## config.mk

```make
export PLATFORM = sky130hd
export DESIGN_NAME = hsi_horner_step
export DESIGN_NICKNAME = d
export VERILOG_FILES = /design/src/hw/rtl/hsi_pkg.sv /design/src/hw/rtl/hsi_horner_step.sv
export SDC_FILE = /design/constraint.sdc
export NUM_CORES = 2
export LEC_CHECK = 0
export BUFFER_PORTS_ARGS = -buffer_cell sky130_fd_sc_hd__buf_2
export CORE_ASPECT_RATIO = 1.75
export CORE_MARGIN = 2
export CORE_UTILIZATION = 55
export CTS_CLUSTER_SIZE = 14
export DETAILED_ROUTE_END_ITERATION = 12
export PLACE_DENSITY = 0.76
export SKIP_CTS_REPAIR_TIMING = 1
export SYNTH_ARGS = -nofsm -noshare
export SYNTH_HDL_FRONTEND = slang
export SYNTH_SLANG_ARGS = --single-unit
```

## constraint.sdc

```tcl
create_clock -name clock -period 8.8 [get_ports clock]
set_clock_uncertainty 0.2 [all_clocks]
set_input_delay 2.64 -clock clock [delete_from_list [all_inputs] [get_ports clock]]
set_output_delay 2.64 -clock clock [all_outputs]
set_load 0.03 [all_outputs]
```

## src/hw/rtl/hsi_pkg.sv

```systemverilog
`default_nettype none

package hsi_pkg;

   localparam int LIMB_BITS     = 32;
   localparam int COEF_BITS     = 16;
   localparam int COEF_FRAC     = 14;
   localparam int WEIGHT_BITS   = COEF_BITS + 1;
   localparam int KPROD_BITS    = 2 * WEIGHT_BITS - 1;
   localparam int TANGENT_SHIFT = 2 * COEF_FRAC + 1;
   localparam int CSR_DATA_BITS = 32;
   localparam int CSR_ADDR_BITS = 3;

   localparam logic signed [WEIGHT_BITS-1:0] WEIGHT_ONE = WEIGHT_BITS'(1) << COEF_FRAC;

   typedef enum logic {
      REG_TENSION = 1'b0,
      REG_BIAS    = 1'b1
   } hsi_reg_type;

   typedef struct packed {
      logic advance;
      logic valid;
   } hsi_ctl_type;

endpackage

`default_nettype wire

```

## src/hw/rtl/hsi_horner_step.sv

```systemverilog
`default_nettype none

module hsi_horner_step #(
   parameter int R_W   = 64,
   parameter int F_W   = 16,
   parameter int A_W   = 32,
   parameter int SHIFT = 16
) (
   input  wire logic                     clock,
   input  wire logic                     reset,
   input  wire hsi_pkg::hsi_ctl_type     ctl_in,
   input  wire logic signed [R_W-1:0]    r,
   input  wire logic        [F_W-1:0]    p,
   input  wire logic signed [A_W-1:0]    addend,
   output logic                          out_valid,
   output logic signed [R_W+F_W:0]       r_next
);
   import hsi_pkg::*;

   localparam int O_W   = R_W + F_W + 1;
   localparam int N     = (R_W + LIMB_BITS - 1) / LIMB_BITS;
   localparam int PAD_W = N * LIMB_BITS;
   localparam int PW    = PAD_W + F_W + 1;

   logic signed [PAD_W-1:0]         r_pad;
   logic        [LIMB_BITS+F_W-1:0] lo_part;
   logic signed [LIMB_BITS+F_W:0]   hi_part;
   logic signed [PW-1:0]            term;
   logic signed [PW-1:0]            even_acc;
   logic signed [PW-1:0]            odd_acc;

   logic signed [O_W-1:0] even_in, odd_in, even_ff, odd_ff;
   logic signed [A_W-1:0] addend_ff;
   logic                  valid_m_ff;
   logic signed [O_W-1:0] r_next_in, r_next_ff;
   logic                  valid_a_ff;

   assign r_pad = PAD_W'(r);

   always_comb begin
      even_acc = '0;
      odd_acc  = '0;
      lo_part  = '0;
      hi_part  = '0;
      term     = '0;
      for (int i = 0; i < N; i++) begin
         if (i == N - 1) begin
            hi_part = signed'(r_pad[i*LIMB_BITS +: LIMB_BITS]) * signed'({1'b0, p});
            term    = PW'(hi_part) <<< (i * LIMB_BITS);
         end else begin
            lo_part = r_pad[i*LIMB_BITS +: LIMB_BITS] * p;
            term    = signed'(PW'(lo_part)) <<< (i * LIMB_BITS);
         end
         if (i[0] == 1'b0) begin
            even_acc = even_acc | term;
         end else begin
            odd_acc = odd_acc | term;
         end
      end
   end

   assign even_in   = signed'(even_acc[O_W-1:0]);
   assign odd_in    = signed'(odd_acc[O_W-1:0]);
   assign r_next_in = even_ff + odd_ff + (O_W'(addend_ff) <<< SHIFT);

   always_ff @(posedge clock) begin
      if (reset) begin
         valid_m_ff <= 1'b0;
         valid_a_ff <= 1'b0;
      end else if (ctl_in.advance) begin
         valid_m_ff <= ctl_in.valid;
         valid_a_ff <= valid_m_ff;
      end
   end

   always_ff @(posedge clock) begin
      if (ctl_in.advance) begin
         even_ff   <= even_in;
         odd_ff    <= odd_in;
         addend_ff <= addend;
         r_next_ff <= r_next_in;
      end
   end

   assign out_valid = valid_a_ff;
   assign r_next    = r_next_ff;

endmodule

`default_nettype wire
```

# Word-level counts from Yosys, hierarchy flattened

Cells that the tools add are included.

Register bits after elaboration: 212
Logic and storage cells: 10
Output and inout port bits: 82
Input bits: 116

Multipliers: 2
Add/subtract/negate cells: 2

Operators with widths:

| operator                     | number |
|---|---|
| adder 49 x 81 -> 81 bit      | 1 |
| adder 81 x 48 -> 81 bit      | 1 |
| multiplier 32 x 17 -> 49 bit | 1 |
| multiplier 32 x 16 -> 48 bit | 1 |

# Longest topological paths before layout

Depth in word-level cells: 2
Depth in mapped cells: 27
Gate-level depth less buffers: 25

# Least setup slack after synthesis

Ideal clock, no wire load.

Path kind: in2reg
From: input p[7]
To: register even_ff[40], data pin
Arrival time: 8.605 ns
Stages on the path: 25
Buffers on the path: 2
Setup time: 0.262 ns
Slack: -0.266 ns
Cells stage by stage: clkbuf_1 clkbuf_1 nand2_1 fa_1 inv_1 fa_1 inv_1 fa_1 inv_1 fa_1 fa_1 inv_1 fa_1 inv_1 ha_1 and3_2 and2_1 a2111oi_0 a2111oi_0 o21bai_1 o21ai_1 a41oi_2 and2b_1 o21ai_1 xor2_1

Word-level cells in the longest chain between the ends: 1

Ends and longest elaborated chain:

| element                      | RTL line              | text |
|---|---|---|
| start: declaration           | hsi_horner_step.sv:13 | `input wire logic [F_W-1:0] p,` |
| multiplier 32 x 16 -> 48 bit | hsi_horner_step.sv:51 | `lo_part = r_pad[i*LIMB_BITS +: LIMB_BITS] * p;` |
| net lo_part[40]              | hsi_horner_step.sv:26 | `logic [LIMB_BITS+F_W-1:0] lo_part;` |
| end signal: assignment       | hsi_horner_step.sv:78 | `even_ff <= even_in;` |
| end: declaration             | hsi_horner_step.sv:32 | `logic signed [O_W-1:0] even_in, odd_in, even_ff, odd_ff;` |

The timed path passes the listed nets, and every way through them passes these cells.
A chain may end at the register's enable or synchronous reset.

# Worst setup path in the final report

From: input p[7]
To: register odd_ff[80], data pin

Word-level cells in the longest chain between the ends: 1

Ends and longest elaborated chain:

| element                      | RTL line              | text |
|---|---|---|
| multiplier 32 x 17 -> 49 bit | hsi_horner_step.sv:48 | `hi_part = signed'(r_pad[i*LIMB_BITS +: LIMB_BITS]) * signed'({1'b0, p});` |
| net hi_part[48]              | hsi_horner_step.sv:27 | `logic signed [LIMB_BITS+F_W:0] hi_part;` |
| end signal: assignment       | hsi_horner_step.sv:79 | `odd_ff <= odd_in;` |
| end: declaration             | hsi_horner_step.sv:32 |  |

The timed path passes the listed nets, and every way through them passes these cells.

==> flow_summary.ini <==
[global_routing]
overflow = 0
first_global_vias = 38300
grt_antenna_before_repair = 20
grt_pass1_wl_um = 194000
grt_start_max_net_pins = 115
grtUsageTotal_pct = 30.1

[setup_path]
slowest_stage = fa_1
crit_top_cell = fa_1
required_ns = 8.91
path_buf_inv = 9
path_class = primary input to register
cp-start-kind = primary input
crit_family = adder cells
critPathArrivalTime_ns = 8.75
end_kind = register
cp_slowest_stage_delay_ns = 0.58
cp_max_fo = 14

[timing]
setup-violations-final = 0
finalCritPeriodShare_pct = 98.2
relSlewSlack_pct = 34.2
tns_ns = 0
fmax_ghz = 0.116
hold_viol = 0
worst_slew_pin_slew_ns = 0.975
period_needed_ns = 8.64
rsz0062_at_grt = yes
report.final.slew_viol_count = 0

[placement]
place_inst = 6200
dp_hpwl_um = 103000
place.gp.congestion = 0.968
portBuffers = 197

[yosys]
yosysWarnings = 0
syn_area_mm2 = 0.0448
synth-simple-area-share_pct = 14.5
syn-num-nets = 6103
async_flop_share_pct = 0
synth_xor_area_share_pct = 3.03
yosysTopAreaCell = fa_1
synth_mux_area_share_pct = 0.0446
synth_compound_area_share_pct = 6.83
synthAdderAreaFrac_pct = 51.0
synth.avg_cell_area_um2 = 9.51
ys_top_cells_by_area = fa_1 (41%), edfxtp_1 (14%), ha_1 (9.7%), inv_1 (8.7%), nand2_1 (5.9%)
ys_dominant_reg_cell = edfxtp_1
synth_top_family_by_area = adder cells
ys_seq_area_share_pct = 14.2
synth_commonest_cells = inv_1 (1037), fa_1 (924), nand2_1 (703)
synth_cell_type_count = 77
synth_cells = 4715
synth.most_common_cell = inv_1
synth_top_area_share_pct = 41.3
synth_enable_flop_cells = 210
synth_seq_cells = 212

[floorplanning]
die_area_mm2 = 0.0839
coreArea_mm2 = 0.0808
start_util_pct = 55.5
fp.dieW_um = 220
rows = 138
die_h_um = 382
ios = 198

[route]
initialDrtViolationCount = 2174
antenna_left = 0
routedWlPerCell_um = 19.4
wl_um = 121000
drc = 0
avgViaCountPerCell = 5.50
vias = 34400
drtPass1Iterations = 6

[clocking]
clkSlewWorstSetupHoldPaths_ns = 0.06
cts_sinks = 212
clockBufferDepth = 3
insertion_delay_ns = 0.54
cts_root_buf = clkbuf_16
numCtsBuffers = 23
htreeDepth = 1
cts_tree = yes

[run_status]
outcome = complete, no violations

[hold_path]
hold_class = register to register

[run]
cap_viol_max_count = 0

[final_layout]
areaGrowthSynthToFinish_pct = 14.1
final_cells = 6256
final_core_util_pct = 63.3
fin_nets = 6564
final_layout_size_suffix_gt1_share_pct = 14.3
-- cells by family after synthesis --
logic type | after synthesis
mux | 2
flops | 212
xor+xnor | 155
compound gates | 471
buf+inv | 1256
fa+ha+maj | 1272
simple gates | 1347
-- worst register-to-register path, cell delays in order, from the launching register on --
cell	delay [ns]
edfxtp_1	0.38
ha_1	0.30
ha_1	0.20
fa_1	0.24
a21oi_1	0.11
o21ai_0	0.35
a21oi_1	0.22
o31ai_1	0.41
a21oi_1	0.19
o21ai_0	0.60
a41oi_1	0.45
o31ai_1	0.67
nor2_1	0.17
xnor2_1	0.16
-- stage by stage --
step	setup WS, ns	cell area, um2	hold WS (ns)
floorplan	0.00384	44900	0.200
global placement	-0.491	50100	0.201
detailed placement	-0.585	50100	0.206
CTS	-0.0251	50900	0.207
global route	-0.0180	51100	0.221
finish	0.161	51200	0.207
-- flip-flops by register name (all words and copies together) (netlist names) --
name	cells
r_next	81
odd_ff	49
even_ff	48
addend_ff	32
out_valid	1
valid_m_ff	1
-- layer usage --
metal / global-route usage (%) / up-vias / part of all wire (%)
met4: 20.4 / 18 / 8.0
met2: 53.7 / 1361 / 52
li1: - / 15300 / -
met3: 4.11 / 522 / 6.5
met5: 0 / - / 0.11
met1: 32.7 / 17300 / 34
-- final cells by class --
| cell class | count | area [um2] |
|---|---|---|
| tap | 1050 | 1310 |
| clock buffer | 31 | 636 |
| multi-input combinational | 3247 | 34000 |
| clock inverter | 10 | 136 |
| inverter | 1037 | 3890 |
| timing repair buffer | 655 | 4800 |
| fill | 6465 | 29600 |
| antenna | 14 | 35.0 |
| sequential | 212 | 6350 |
-- worst paths after layout --
| kind | start | to | slack, ns | cells after the start |
|---|---|---|---|---|
| max | p[7] | odd_ff[80]$_DFFE_PP_ | 0.16 | 25 |
| min | even_ff[12]$_DFFE_PP_ | r_next[12]$_DFFE_PP_ | 0.21 | 0 |
| max reg2reg | even_ff[17]$_DFFE_PP_ | r_next[65]$_DFFE_PP_ | 3.93 | 13 |
| min reg2reg | even_ff[12]$_DFFE_PP_ | r_next[12]$_DFFE_PP_ | 0.21 | 0 |
-- cell usage in the layout (no fill, tap or decap), types with 31 or more instances in the layout --
cell type	netlist	routed
xnor2_1	108	108
a21o_1	82	81
and2_1	417	416
nor2_1	68	67
o21ai_0	62	57
buf_2	1	192
buf_4	0	426
a21oi_1	156	153
xor2_1	47	47
nand4_1	31	31
nand2_1	703	703
ha_1	348	347
fa_1	924	924
edfxtp_1	210	210
inv_1	1037	1037
Power is not shown: default switching activity piles up to over one toggle a cycle in this logic, so the estimate is an artifact.
